<file path="config.mk">
export PLATFORM = sky130hd
export DESIGN_NAME = textured_wall_column_mapper_flat
export DESIGN_NICKNAME = d
export VERILOG_FILES = /design/src/rtl/twcm_pkg.sv /design/src/rtl/twcm_if.sv /design/src/rtl/twcm_cfg.sv /design/src/rtl/twcm_mul.sv /design/src/rtl/twcm_div.sv /design/src/rtl/textured_wall_column_mapper.sv /design/src/flat_wrapper.sv
export SDC_FILE = /design/constraint.sdc
export NUM_CORES = 2
export LEC_CHECK = 0
export ABC_AREA = 1
export BUFFER_PORTS_ARGS = -buffer_cell sky130_fd_sc_hd__buf_2
export CAP_MARGIN = 40
export CORE_MARGIN = 3
export CORE_UTILIZATION = 35
export DETAILED_ROUTE_END_ITERATION = 8
export HOLD_SLACK_MARGIN = 0.02
export MAX_ROUTING_LAYER = met4
export RECOVER_POWER = 25
export REMOVE_ABC_BUFFERS = 1
export SLEW_MARGIN = 20
export SYNTH_ARGS = -nofsm -noshare
export SYNTH_HDL_FRONTEND = slang
export SYNTH_HIERARCHICAL = 1
export SYNTH_SLANG_ARGS = --single-unit
</file>
<file path="constraint.sdc">
create_clock -name clk -period 14.5 [get_ports clk]
set_input_delay 1.45 -clock clk [delete_from_list [all_inputs] [get_ports clk]]
set_output_delay 1.45 -clock clk [all_outputs]
set_load 0.01 [all_outputs]
</file>
<file path="src/rtl/twcm_pkg.sv">
// ----------------------------------------------------------------------------
// twcm_pkg
// Shared types and constants of the textured wall column mapper.
// ----------------------------------------------------------------------------
package twcm_pkg;

    localparam int MAX_TEX_SIZE_DEF = 256;
    localparam int MAX_SCREEN_DEF   = 2048;

    // operand width of the shared signed multiplier
    localparam int MUL_W = 26;

    // divider: (texture height << 16) / line height
    localparam int DIV_N_W = 25;
    localparam int DIV_D_W = 16;

    localparam int ADDR_W = 4;
    localparam int DATA_W = 32;

    localparam logic [1:0] REG_TEX_W = 2'd0;
    localparam logic [1:0] REG_TEX_H = 2'd1;
    localparam logic [1:0] REG_SCR_W = 2'd2;
    localparam logic [1:0] REG_SCR_H = 2'd3;

    localparam logic [8:0]  TEX_W_RST = 9'd64;
    localparam logic [8:0]  TEX_H_RST = 9'd64;
    localparam logic [11:0] SCR_W_RST = 12'd640;
    localparam logic [11:0] SCR_H_RST = 12'd480;

    localparam logic [1:0] FACE_NORTH = 2'd0;
    localparam logic [1:0] FACE_SOUTH = 2'd1;
    localparam logic [1:0] FACE_EAST  = 2'd2;
    localparam logic [1:0] FACE_WEST  = 2'd3;

    typedef struct packed {
        logic [8:0]  texture_width;
        logic [8:0]  texture_height;
        logic [11:0] screen_width;
        logic [11:0] screen_height;
    } cfg_t;

endpackage

</file>
<file path="src/rtl/twcm_if.sv">
// ----------------------------------------------------------------------------
// twcm_if
// Handshake channels: wall hit items in, pixel items out.
// ----------------------------------------------------------------------------
interface twcm_hit_if;
    logic               valid;
    logic               ready;
    logic               op;
    logic               hit_side;
    logic [23:0]        player_x;
    logic [23:0]        player_y;
    logic signed [20:0] ray_dir_x;
    logic signed [20:0] ray_dir_y;
    logic [23:0]        wall_distance;
    logic [15:0]        line_height;
    logic [10:0]        draw_start;
    logic [10:0]        draw_end;
    logic [10:0]        column;

    modport source (
        output valid, op, hit_side, player_x, player_y, ray_dir_x, ray_dir_y,
               wall_distance, line_height, draw_start, draw_end, column,
        input  ready
    );
    modport sink (
        input  valid, op, hit_side, player_x, player_y, ray_dir_x, ray_dir_y,
               wall_distance, line_height, draw_start, draw_end, column,
        output ready
    );
endinterface

interface twcm_pix_if;
    logic        valid;
    logic        ready;
    logic [1:0]  face;
    logic [15:0] texel_address;
    logic [21:0] frame_address;
    logic        last_row;

    modport source (
        output valid, face, texel_address, frame_address, last_row,
        input  ready
    );
    modport sink (
        input  valid, face, texel_address, frame_address, last_row,
        output ready
    );
endinterface

</file>
<file path="src/rtl/twcm_cfg.sv">
// ----------------------------------------------------------------------------
// twcm_cfg
// APB register file: texture and screen dimensions.
// ----------------------------------------------------------------------------
module twcm_cfg
    import twcm_pkg::*;
(
    input  logic              clk,
    input  logic              rst_n,
    input  logic              psel,
    input  logic              penable,
    input  logic              pwrite,
    input  logic [ADDR_W-1:0] paddr,
    input  logic [DATA_W-1:0] pwdata,
    output logic [DATA_W-1:0] prdata,
    output logic              pready,
    output cfg_t              cfg
);

    cfg_t       cfg_reg;
    logic [1:0] idx;
    logic       wr_en;

    assign idx    = paddr[3:2];
    assign wr_en  = psel & penable & pwrite;
    assign pready = 1'b1;
    assign cfg    = cfg_reg;

    always_ff @(posedge clk or negedge rst_n)
    begin
        if (!rst_n)
        begin
            cfg_reg.texture_width  <= TEX_W_RST;
            cfg_reg.texture_height <= TEX_H_RST;
            cfg_reg.screen_width   <= SCR_W_RST;
            cfg_reg.screen_height  <= SCR_H_RST;
        end
        else if (wr_en)
        begin
            case (idx)
                REG_TEX_W: cfg_reg.texture_width  <= pwdata[8:0];
                REG_TEX_H: cfg_reg.texture_height <= pwdata[8:0];
                REG_SCR_W: cfg_reg.screen_width   <= pwdata[11:0];
                REG_SCR_H: cfg_reg.screen_height  <= pwdata[11:0];
                default:   ;
            endcase
        end
    end

    always_comb
    begin
        case (idx)
            REG_TEX_W: prdata = DATA_W'(cfg_reg.texture_width);
            REG_TEX_H: prdata = DATA_W'(cfg_reg.texture_height);
            REG_SCR_W: prdata = DATA_W'(cfg_reg.screen_width);
            REG_SCR_H: prdata = DATA_W'(cfg_reg.screen_height);
            default:   prdata = '0;
        endcase
    end

endmodule

</file>
<file path="src/rtl/twcm_mul.sv">
// ----------------------------------------------------------------------------
// twcm_mul
// Shared signed multiplier with a registered product.
// ----------------------------------------------------------------------------
module twcm_mul
    import twcm_pkg::*;
(
    input  logic                      clk,
    input  logic signed [MUL_W-1:0]   a,
    input  logic signed [MUL_W-1:0]   b,
    output logic signed [2*MUL_W-1:0] p
);

    logic signed [2*MUL_W-1:0] p_reg;

    always_ff @(posedge clk)
    begin
        p_reg <= a * b;
    end

    assign p = p_reg;

endmodule

</file>
<file path="src/rtl/twcm_div.sv">
// ----------------------------------------------------------------------------
// twcm_div
// Restoring divider, one quotient bit per cycle.
// ----------------------------------------------------------------------------
module twcm_div
    import twcm_pkg::*;
(
    input  logic               clk,
    input  logic               rst_n,
    input  logic               start,
    input  logic [DIV_N_W-1:0] dividend,
    input  logic [DIV_D_W-1:0] divisor,
    output logic               done,
    output logic [DIV_N_W-1:0] quotient
);

    localparam int CNT_W = $clog2(DIV_N_W + 1);

    logic               busy_reg;
    logic               done_reg;
    logic [CNT_W-1:0]   cnt_reg;
    logic [DIV_N_W-1:0] quo_reg;
    logic [DIV_D_W-1:0] rem_reg;
    logic [DIV_D_W-1:0] div_reg;
    logic [DIV_D_W:0]   trial;
    logic [DIV_D_W:0]   diff;
    logic               fits;

    // shift the next dividend bit into the partial remainder
    assign trial = {rem_reg, quo_reg[DIV_N_W-1]};
    assign diff  = trial - {1'b0, div_reg};
    assign fits  = (trial >= {1'b0, div_reg});

    always_ff @(posedge clk or negedge rst_n)
    begin
        if (!rst_n)
        begin
            busy_reg <= 1'b0;
            done_reg <= 1'b0;
            cnt_reg  <= '0;
        end
        else
        begin
            done_reg <= 1'b0;
            if (start)
            begin
                busy_reg <= 1'b1;
                cnt_reg  <= CNT_W'(DIV_N_W);
            end
            else if (busy_reg)
            begin
                cnt_reg <= cnt_reg - CNT_W'(1);
                if (cnt_reg == CNT_W'(1))
                begin
                    busy_reg <= 1'b0;
                    done_reg <= 1'b1;
                end
            end
        end
    end

    always_ff @(posedge clk)
    begin
        if (start)
        begin
            quo_reg <= dividend;
            rem_reg <= '0;
            div_reg <= divisor;
        end
        else if (busy_reg)
        begin
            quo_reg <= {quo_reg[DIV_N_W-2:0], fits};
            rem_reg <= fits ? diff[DIV_D_W-1:0] : trial[DIV_D_W-1:0];
        end
    end

    assign done     = done_reg;
    assign quotient = quo_reg;

endmodule

</file>
<file path="src/rtl/textured_wall_column_mapper.sv">
// ----------------------------------------------------------------------------
// textured_wall_column_mapper
// Raycaster texture column mapping: wall hit in, texel/frame addresses out.
// ----------------------------------------------------------------------------
// An op=0 item sets up one screen column from a wall hit and returns nothing;
// each op=1 item then returns one pixel item (face, texel address, framebuffer
// address, last-row flag) until the column's rows run out, after which op=1
// returns nothing. A setup item keeps the block busy while the 25-step
// shift/subtract divider forms the texture step; a pixel item keeps it
// busy while the single shared multiplier forms the texel and framebuffer
// row products one after the other. A finished pixel item waits in the
// output register, and the next item is accepted meanwhile.
// Registers: texture width at 0x0, texture height at 0x4, screen width at
// 0x8, screen height at 0xC; write them only while the block is idle.
// ----------------------------------------------------------------------------
module textured_wall_column_mapper
    import twcm_pkg::*;
#(
    parameter int MAX_TEX_SIZE = MAX_TEX_SIZE_DEF,
    parameter int MAX_SCREEN   = MAX_SCREEN_DEF
)
(
    input  logic              clk,
    input  logic              rst_n,
    twcm_hit_if.sink          hit,
    twcm_pix_if.source        pixel,
    input  logic              psel,
    input  logic              penable,
    input  logic              pwrite,
    input  logic [ADDR_W-1:0] paddr,
    input  logic [DATA_W-1:0] pwdata,
    output logic [DATA_W-1:0] prdata,
    output logic              pready
);

    localparam int TCOL_W = (MAX_TEX_SIZE > 2) ? $clog2(MAX_TEX_SIZE) : 1;

    localparam logic [3:0] ST_IDLE = 4'd0;
    localparam logic [3:0] ST_HIT  = 4'd1;
    localparam logic [3:0] ST_FRAC = 4'd2;
    localparam logic [3:0] ST_COL  = 4'd3;
    localparam logic [3:0] ST_DIV  = 4'd4;
    localparam logic [3:0] ST_POS  = 4'd5;
    localparam logic [3:0] ST_POSW = 4'd6;
    localparam logic [3:0] ST_TEX  = 4'd7;
    localparam logic [3:0] ST_FRM  = 4'd8;
    localparam logic [3:0] ST_EMIT = 4'd9;

    cfg_t cfg;

    logic [3:0] state_reg, state_next;

    // column state
    logic [10:0]       row_reg;
    logic [10:0]       row_limit_reg;
    logic [31:0]       tex_position_reg;
    logic [DIV_N_W-1:0] tex_step_reg;
    logic [TCOL_W-1:0] tex_column_reg;
    logic [1:0]        face_sel_reg;
    logic [10:0]       screen_column_reg;

    // setup operands
    logic [15:0]        base_reg;
    logic [23:0]        dist_reg;
    logic signed [20:0] dir_reg;
    logic [15:0]        lh_reg;
    logic [15:0]        texel_reg;

    // output register
    logic        out_valid_reg;
    logic [1:0]  out_face_reg;
    logic [15:0] out_texel_reg;
    logic [21:0] out_frame_reg;
    logic        out_last_reg;

    logic [8:0]  tex_w;
    logic [8:0]  tex_h;
    logic        accept;
    logic        out_free;
    logic        emit;
    logic [10:0] ds_masked;
    logic [10:0] de_masked;
    logic        dx_pos;
    logic        dy_pos;
    logic [1:0]  face_new;
    logic [15:0] frac;
    logic [8:0]  col;
    logic [8:0]  tcol_full;
    logic signed [16:0] start_row;
    logic [8:0]  ty;

    logic signed [MUL_W-1:0]   mul_a;
    logic signed [MUL_W-1:0]   mul_b;
    logic signed [2*MUL_W-1:0] mul_p;

    logic               div_start;
    logic               div_done;
    logic [DIV_N_W-1:0] div_q;

    twcm_cfg u_cfg (
        .clk     (clk),
        .rst_n   (rst_n),
        .psel    (psel),
        .penable (penable),
        .pwrite  (pwrite),
        .paddr   (paddr),
        .pwdata  (pwdata),
        .prdata  (prdata),
        .pready  (pready),
        .cfg     (cfg)
    );

    twcm_mul u_mul (
        .clk (clk),
        .a   (mul_a),
        .b   (mul_b),
        .p   (mul_p)
    );

    twcm_div u_div (
        .clk      (clk),
        .rst_n    (rst_n),
        .start    (div_start),
        .dividend ({tex_h, 16'd0}),
        .divisor  (lh_reg),
        .done     (div_done),
        .quotient (div_q)
    );

    // clamp texture sizes to 1..MAX_TEX_SIZE
    always_comb
    begin
        if (cfg.texture_width == 9'd0)
            tex_w = 9'd1;
        else if (int'(cfg.texture_width) > MAX_TEX_SIZE)
            tex_w = 9'(MAX_TEX_SIZE);
        else
            tex_w = cfg.texture_width;

        if (cfg.texture_height == 9'd0)
            tex_h = 9'd1;
        else if (int'(cfg.texture_height) > MAX_TEX_SIZE)
            tex_h = 9'(MAX_TEX_SIZE);
        else
            tex_h = cfg.texture_height;
    end

    assign hit.ready = (state_reg == ST_IDLE);
    assign accept    = hit.valid & hit.ready;
    assign out_free  = !out_valid_reg || pixel.ready;
    assign emit      = (state_reg == ST_EMIT) && out_free;
    assign div_start = (state_reg == ST_HIT);

    assign ds_masked = hit.draw_start & 11'(MAX_SCREEN - 1);
    assign de_masked = hit.draw_end & 11'(MAX_SCREEN - 1);

    assign dx_pos = !hit.ray_dir_x[20] && (hit.ray_dir_x != '0);
    assign dy_pos = !hit.ray_dir_y[20] && (hit.ray_dir_y != '0);

    always_comb
    begin
        if (!hit.hit_side)
            face_new = dx_pos ? FACE_NORTH : FACE_SOUTH;
        else
            face_new = dy_pos ? FACE_WEST : FACE_EAST;
    end

    assign frac      = base_reg + mul_p[31:16];
    assign col       = mul_p[24:16];
    assign tcol_full = tex_w - 9'd1 - col;
    assign start_row = $signed({6'd0, row_reg})
                     - $signed({6'd0, cfg.screen_height[11:1]})
                     + $signed({2'd0, lh_reg[15:1]});
    assign ty        = tex_position_reg[24:16] & (tex_h - 9'd1);

    // operand select for the shared multiplier
    always_comb
    begin
        case (state_reg)
            ST_HIT:
            begin
                mul_a = $signed(MUL_W'(dist_reg));
                mul_b = MUL_W'(dir_reg);
            end
            ST_FRAC:
            begin
                mul_a = $signed(MUL_W'(frac));
                mul_b = $signed(MUL_W'(tex_w));
            end
            ST_POS:
            begin
                mul_a = MUL_W'(start_row);
                mul_b = $signed(MUL_W'(tex_step_reg));
            end
            ST_TEX:
            begin
                mul_a = $signed(MUL_W'(ty));
                mul_b = $signed(MUL_W'(tex_w));
            end
            ST_FRM, ST_EMIT:
            begin
                mul_a = $signed(MUL_W'(row_reg));
                mul_b = $signed(MUL_W'(cfg.screen_width));
            end
            default:
            begin
                mul_a = '0;
                mul_b = '0;
            end
        endcase
    end

    always_comb
    begin
        state_next = state_reg;
        case (state_reg)
            ST_IDLE:
            begin
                if (accept)
                begin
                    if (!hit.op)
                        state_next = ST_HIT;
                    else if (row_reg < row_limit_reg)
                        state_next = ST_TEX;
                end
            end
            ST_HIT:  state_next = ST_FRAC;
            ST_FRAC: state_next = ST_COL;
            ST_COL:  state_next = ST_DIV;
            ST_DIV:  state_next = div_done ? ST_POS : ST_DIV;
            ST_POS:  state_next = ST_POSW;
            ST_POSW: state_next = ST_IDLE;
            ST_TEX:  state_next = ST_FRM;
            ST_FRM:  state_next = ST_EMIT;
            ST_EMIT: state_next = out_free ? ST_IDLE : ST_EMIT;
            default: state_next = ST_IDLE;
        endcase
    end

    always_ff @(posedge clk or negedge rst_n)
    begin
        if (!rst_n)
        begin
            state_reg         <= ST_IDLE;
            row_reg           <= '0;
            row_limit_reg     <= '0;
            tex_position_reg  <= '0;
            tex_step_reg      <= '0;
            tex_column_reg    <= '0;
            face_sel_reg      <= FACE_NORTH;
            screen_column_reg <= '0;
            out_valid_reg     <= 1'b0;
        end
        else
        begin
            state_reg <= state_next;

            if (accept && !hit.op)
            begin
                row_reg           <= ds_masked;
                row_limit_reg     <= de_masked;
                screen_column_reg <= hit.column;
                face_sel_reg      <= face_new;
            end

            if (state_reg == ST_COL)
                tex_column_reg <= TCOL_W'(tcol_full);
            if ((state_reg == ST_DIV) && div_done)
                tex_step_reg <= div_q;
            if (state_reg == ST_POSW)
                tex_position_reg <= mul_p[31:0];

            // advance the column once the pixel item is handed over
            if (emit)
            begin
                tex_position_reg <= tex_position_reg + 32'(tex_step_reg);
                row_reg          <= row_reg + 11'd1;
            end

            if (emit)
                out_valid_reg <= 1'b1;
            else if (pixel.ready)
                out_valid_reg <= 1'b0;
        end
    end

    always_ff @(posedge clk)
    begin
        if (accept && !hit.op)
        begin
            base_reg <= hit.hit_side ? hit.player_x[15:0] : hit.player_y[15:0];
            dist_reg <= hit.wall_distance;
            dir_reg  <= hit.hit_side ? hit.ray_dir_x : hit.ray_dir_y;
            lh_reg   <= (hit.line_height == 16'd0) ? 16'd1 : hit.line_height;
        end

        if (state_reg == ST_FRM)
            texel_reg <= mul_p[15:0] + 16'(tex_column_reg);

        if (emit)
        begin
            out_face_reg  <= face_sel_reg;
            out_texel_reg <= texel_reg;
            out_frame_reg <= mul_p[21:0] + 22'(screen_column_reg);
            out_last_reg  <= ({1'b0, row_reg} + 12'd1) == {1'b0, row_limit_reg};
        end
    end

    assign pixel.valid         = out_valid_reg;
    assign pixel.face          = out_face_reg;
    assign pixel.texel_address = out_texel_reg;
    assign pixel.frame_address = out_frame_reg;
    assign pixel.last_row      = out_last_reg;

endmodule

</file>
<file path="src/flat_wrapper.sv">
// flat-port wrapper written by rule: the top's interface ports become plain ports
module textured_wall_column_mapper_flat import twcm_pkg::*;
#(
    parameter int MAX_TEX_SIZE = MAX_TEX_SIZE_DEF,
    parameter int MAX_SCREEN   = MAX_SCREEN_DEF
)
  (clk, rst_n, psel, penable, pwrite, paddr, pwdata, prdata, pready, hit_valid, hit_op, hit_hit_side, hit_player_x, hit_player_y, hit_ray_dir_x, hit_ray_dir_y, hit_wall_distance, hit_line_height, hit_draw_start, hit_draw_end, hit_column, hit_ready, pixel_valid, pixel_face, pixel_texel_address, pixel_frame_address, pixel_last_row, pixel_ready);
  twcm_hit_if hit_i ();
  twcm_pix_if pixel_i ();
  input  logic clk;
  input  logic rst_n;
  input  logic psel;
  input  logic penable;
  input  logic pwrite;
  input  logic [ADDR_W-1:0] paddr;
  input  logic [DATA_W-1:0] pwdata;
  output logic [DATA_W-1:0] prdata;
  output logic pready;
  input wire logic [$bits(hit_i.valid)-1:0] hit_valid;
  input wire logic [$bits(hit_i.op)-1:0] hit_op;
  input wire logic [$bits(hit_i.hit_side)-1:0] hit_hit_side;
  input wire logic [$bits(hit_i.player_x)-1:0] hit_player_x;
  input wire logic [$bits(hit_i.player_y)-1:0] hit_player_y;
  input wire logic [$bits(hit_i.ray_dir_x)-1:0] hit_ray_dir_x;
  input wire logic [$bits(hit_i.ray_dir_y)-1:0] hit_ray_dir_y;
  input wire logic [$bits(hit_i.wall_distance)-1:0] hit_wall_distance;
  input wire logic [$bits(hit_i.line_height)-1:0] hit_line_height;
  input wire logic [$bits(hit_i.draw_start)-1:0] hit_draw_start;
  input wire logic [$bits(hit_i.draw_end)-1:0] hit_draw_end;
  input wire logic [$bits(hit_i.column)-1:0] hit_column;
  output wire logic [$bits(hit_i.ready)-1:0] hit_ready;
  output wire logic [$bits(pixel_i.valid)-1:0] pixel_valid;
  output wire logic [$bits(pixel_i.face)-1:0] pixel_face;
  output wire logic [$bits(pixel_i.texel_address)-1:0] pixel_texel_address;
  output wire logic [$bits(pixel_i.frame_address)-1:0] pixel_frame_address;
  output wire logic [$bits(pixel_i.last_row)-1:0] pixel_last_row;
  input wire logic [$bits(pixel_i.ready)-1:0] pixel_ready;
  assign hit_i.valid = hit_valid;
  assign hit_i.op = hit_op;
  assign hit_i.hit_side = hit_hit_side;
  assign hit_i.player_x = hit_player_x;
  assign hit_i.player_y = hit_player_y;
  assign hit_i.ray_dir_x = hit_ray_dir_x;
  assign hit_i.ray_dir_y = hit_ray_dir_y;
  assign hit_i.wall_distance = hit_wall_distance;
  assign hit_i.line_height = hit_line_height;
  assign hit_i.draw_start = hit_draw_start;
  assign hit_i.draw_end = hit_draw_end;
  assign hit_i.column = hit_column;
  assign hit_ready = hit_i.ready;
  assign pixel_valid = pixel_i.valid;
  assign pixel_face = pixel_i.face;
  assign pixel_texel_address = pixel_i.texel_address;
  assign pixel_frame_address = pixel_i.frame_address;
  assign pixel_last_row = pixel_i.last_row;
  assign pixel_i.ready = pixel_ready;
  textured_wall_column_mapper #(.MAX_TEX_SIZE(MAX_TEX_SIZE), .MAX_SCREEN(MAX_SCREEN)) u_core (.clk(clk), .rst_n(rst_n), .hit(hit_i), .pixel(pixel_i), .psel(psel), .penable(penable), .pwrite(pwrite), .paddr(paddr), .pwdata(pwdata), .prdata(prdata), .pready(pready));
endmodule
</file>
==> impl_metrics.py <==
metrics = {
    "drt": {
        "viasPerCell": 4.74,
        "ant_nets": 0,
        "wire_per_inst_um": 18.1,
        "post-route-drc-count": 0,
        "routed_wl_um": 124000,
        "vias": 32354,
        "firstDrtPassIters": 6,
        "first_iter_violations": 2607,
    },
    "setup_path": {
        "arrival_ns": 10.43,
        "worst_r2r_endpoint": "u_core/u_mul/p[27]",
        "critPathMaxStageDelay_ns": 0.70,
        "slowest_stage": "nand2_1",
        "worst-setup-path-type": "flop to flop",
        "regToRegStartpoint": "u_core/row_reg[0]",
        "r2r.worst_path.cells": 43,
        "path_max_fanout": 16,
        "ff2ff_setup_slack_ns": 4.59,
        "start_kind": "flop",
        "endpoint_kind": "flop",
        "crit_required_ns": 15.02,
        "cp_common_cell": "inv_1",
    },
    "clock_tree": {
        "clk_pin_slew_ns": 0.06,
        "cts_setup_buffers": 0,
        "clock-sinks": 370,
        "cts.repair.resized": 0,
        "htree_levels": 2,
        "clock_latency_ns": 0.62,
        "numCtsBuffers": 45,
        "cts_root_buf": "clkbuf_16",
        "cts_tree": "yes",
        "hold_buffers": 0,
        "cts_buffer_depth": 3,
    },
    "global_route": {
        "grt_max_degree": 71,
        "grt_antenna_before_repair": 9,
        "grt_pass1_vias": 32506,
        "grt_use_total_pct": 21.9,
        "grt_remaining_overflow": 0,
        "grt_pass1_wl_um": 191000,
    },
    "timing": {
        "rsz0062_at_grt": "false",
        "clock.fmax_mhz": 101,
        "period_share_pct": 68.4,
        "setup_tns_ns": 0,
        "fin_ws_ns": 4.59,
        "setup_viol": 0,
        "period_needed_ns": 9.91,
        "finClkSkew_ns": 0.0408,
        "relSlewSlack_pct": -145,
        "tightest_slew_ns": 3.68,
        "finalHoldViolCount": 0,
        "slew_viol_final": 85,
    },
    "hold_path": {
        "min_path_cells": 0,
        "min_to": "u_core/pixel.texel_address[4]",
        "hp-start": "u_core/texel_reg[4]",
        "holdCritPathClass": "flop to flop",
    },
    "yosys": {
        "synth_warnings": 6,
        "syn_area_mm2": 0.0395,
        "syn_area_per_cell_um2": 7.61,
        "synth_cells": 5193,
    },
    "place": {
        "place.port_buffers": 224,
        "dp_hpwl_um": 101000,
        "post-place-ws_ns": 4.62,
        "gp_congestion": 0.969,
    },
    "die": {
        "core_area_mm2": 0.111,
        "die_h_um": 342,
        "io_pins": 284,
        "die_area_mm2": 0.117,
        "fp-row-count": 122,
        "initial_utilization_pct": 35.5,
        "die_w_um": 342,
    },
    "job": {
        "max_cap_viol_count": 2,
    },
    "pwr": {
        "p_int_mw": 4.12,
        "comb_power_share_pct": 66.6,
        "power_frac_clock_pct": 13.5,
        "pwr-share-seq_pct": 19.9,
        "powerDensity_mw_per_mm2": 203,
        "peakVddDrop_uv": 107,
        "power.leakage_nw": 24.2,
        "power.switching_mw": 4.72,
        "swShare_pct": 53.4,
    },
    "final_layout": {
        "area_growth_pct": 10.2,
        "layout-drive-gt1-share_pct": 8.98,
        "nNetsFinal": 6188,
        "largest_reg_flops": 42,
    },
    "status": {
        "status": "finished, violations left",
        "violations": "capacitance limit, slew limit",
    },
}
## critical path: cells and delay by family (launching register included)
family	cells	cell delay, ns
and+or+nand+nor	13	2.01
buffers and inverters	12	0.87
xor gates and xnor gates	2	0.42
adders and majority gates	11	4.84
AOI/OAI and AO/OA	5	1.18
DFF	1	0.47
## area by class of cell
class                   instances  area, um2
diodes                          3       7.51
clock buffers                  56       1270
clock inverters                28        303
fillers                     11573      67800
inverters                    1148       4320
multi-input cells            3461      24300
flip-flops and latches        370       9900
well taps                    1488       1860
repair buffers                274       1570
## metrics by stage
stage / hold WS [ns] / power [mW] / utilization, % / cell area (um2) / instances
2_1_floorplan: 0.400 / 5.65 / - / 38500 / 4979
5_1_grt: 0.422 / 9.72 / 39.1 / 43500 / 6828
3_3_place_gp: 0.403 / 7.54 / 37.6 / 41800 / 6728
4_1_cts: 0.420 / 8.87 / 39.1 / 43600 / 6823
6_report: 0.419 / 8.84 / 39.1 / 43500 / 6828
3_5_place_dp: 0.405 / 7.62 / 37.7 / 42000 / 6739
## power groups by stage
stage               Clock, mW  Combinational [mW]  Sequential, mW
floorplan                   0                4.01            1.64
detailed placement          0                5.85            1.77
global placement            0                5.77            1.77
finish                   1.19                5.89            1.76
CTS                      1.22                5.89            1.76
global route             1.26                6.67            1.79
## layout by cell type, fill, tap and decap left out, types with 6 or more instances in the layout
master and instances:
conb_1 37, clkinv_2 9, nand4_1 54, nor3_1 16, clkinvlp_4 7, nand2_1 1739
a31oi_1 8, nand3_2 6, ha_1 251, dfstp_2 8, nor2_2 14, nor2_4 6
nor4_1 12, buf_4 38, nand3b_1 31, nand3_1 216, a21oi_1 126, buf_2 212
clkbuf_16 48, o211ai_1 8, clkbuf_1 18, dfrtp_1 139, o21ai_1 15, inv_2 22
dfxtp_1 48, a21o_1 6, a22o_1 8, o21a_1 8, o21ai_0 93, mux2_2 22
edfxtp_1 175, or2_2 11, xnor2_1 32, nand2_2 32, xor2_1 59, o221ai_1 7
nor2_1 181, inv_1 1120, fa_1 429
## how the worst max path moves through the flow
stage / startpoint / cells past startpoint / endpoint
after global routing: u_core/row_reg[2] / 40 / u_core/u_mul/p[27]
final: u_core/row_reg[0] / 43 / u_core/u_mul/p[27]
after floorplan: u_core/row_reg[0] / 41 / u_core/u_mul/p[23]
after detailed placement: u_core/row_reg[2] / 40 / u_core/u_mul/p[27]
after global placement: u_core/row_reg[0] / 43 / u_core/u_mul/p[27]
after CTS: u_core/row_reg[2] / 40 / u_core/u_mul/p[27]
## metal layers
layer / track usage (%) / vias up / routed length, um
li1: - / 15704 / -
met4: 7.52 / 0 / 4440
met3: 2.62 / 189 / 7240
met1: 29.2 / 15476 / 55600
met5: - / - / 0
met2: 34.7 / 985 / 56400
(Power assumes the default switching activity.)
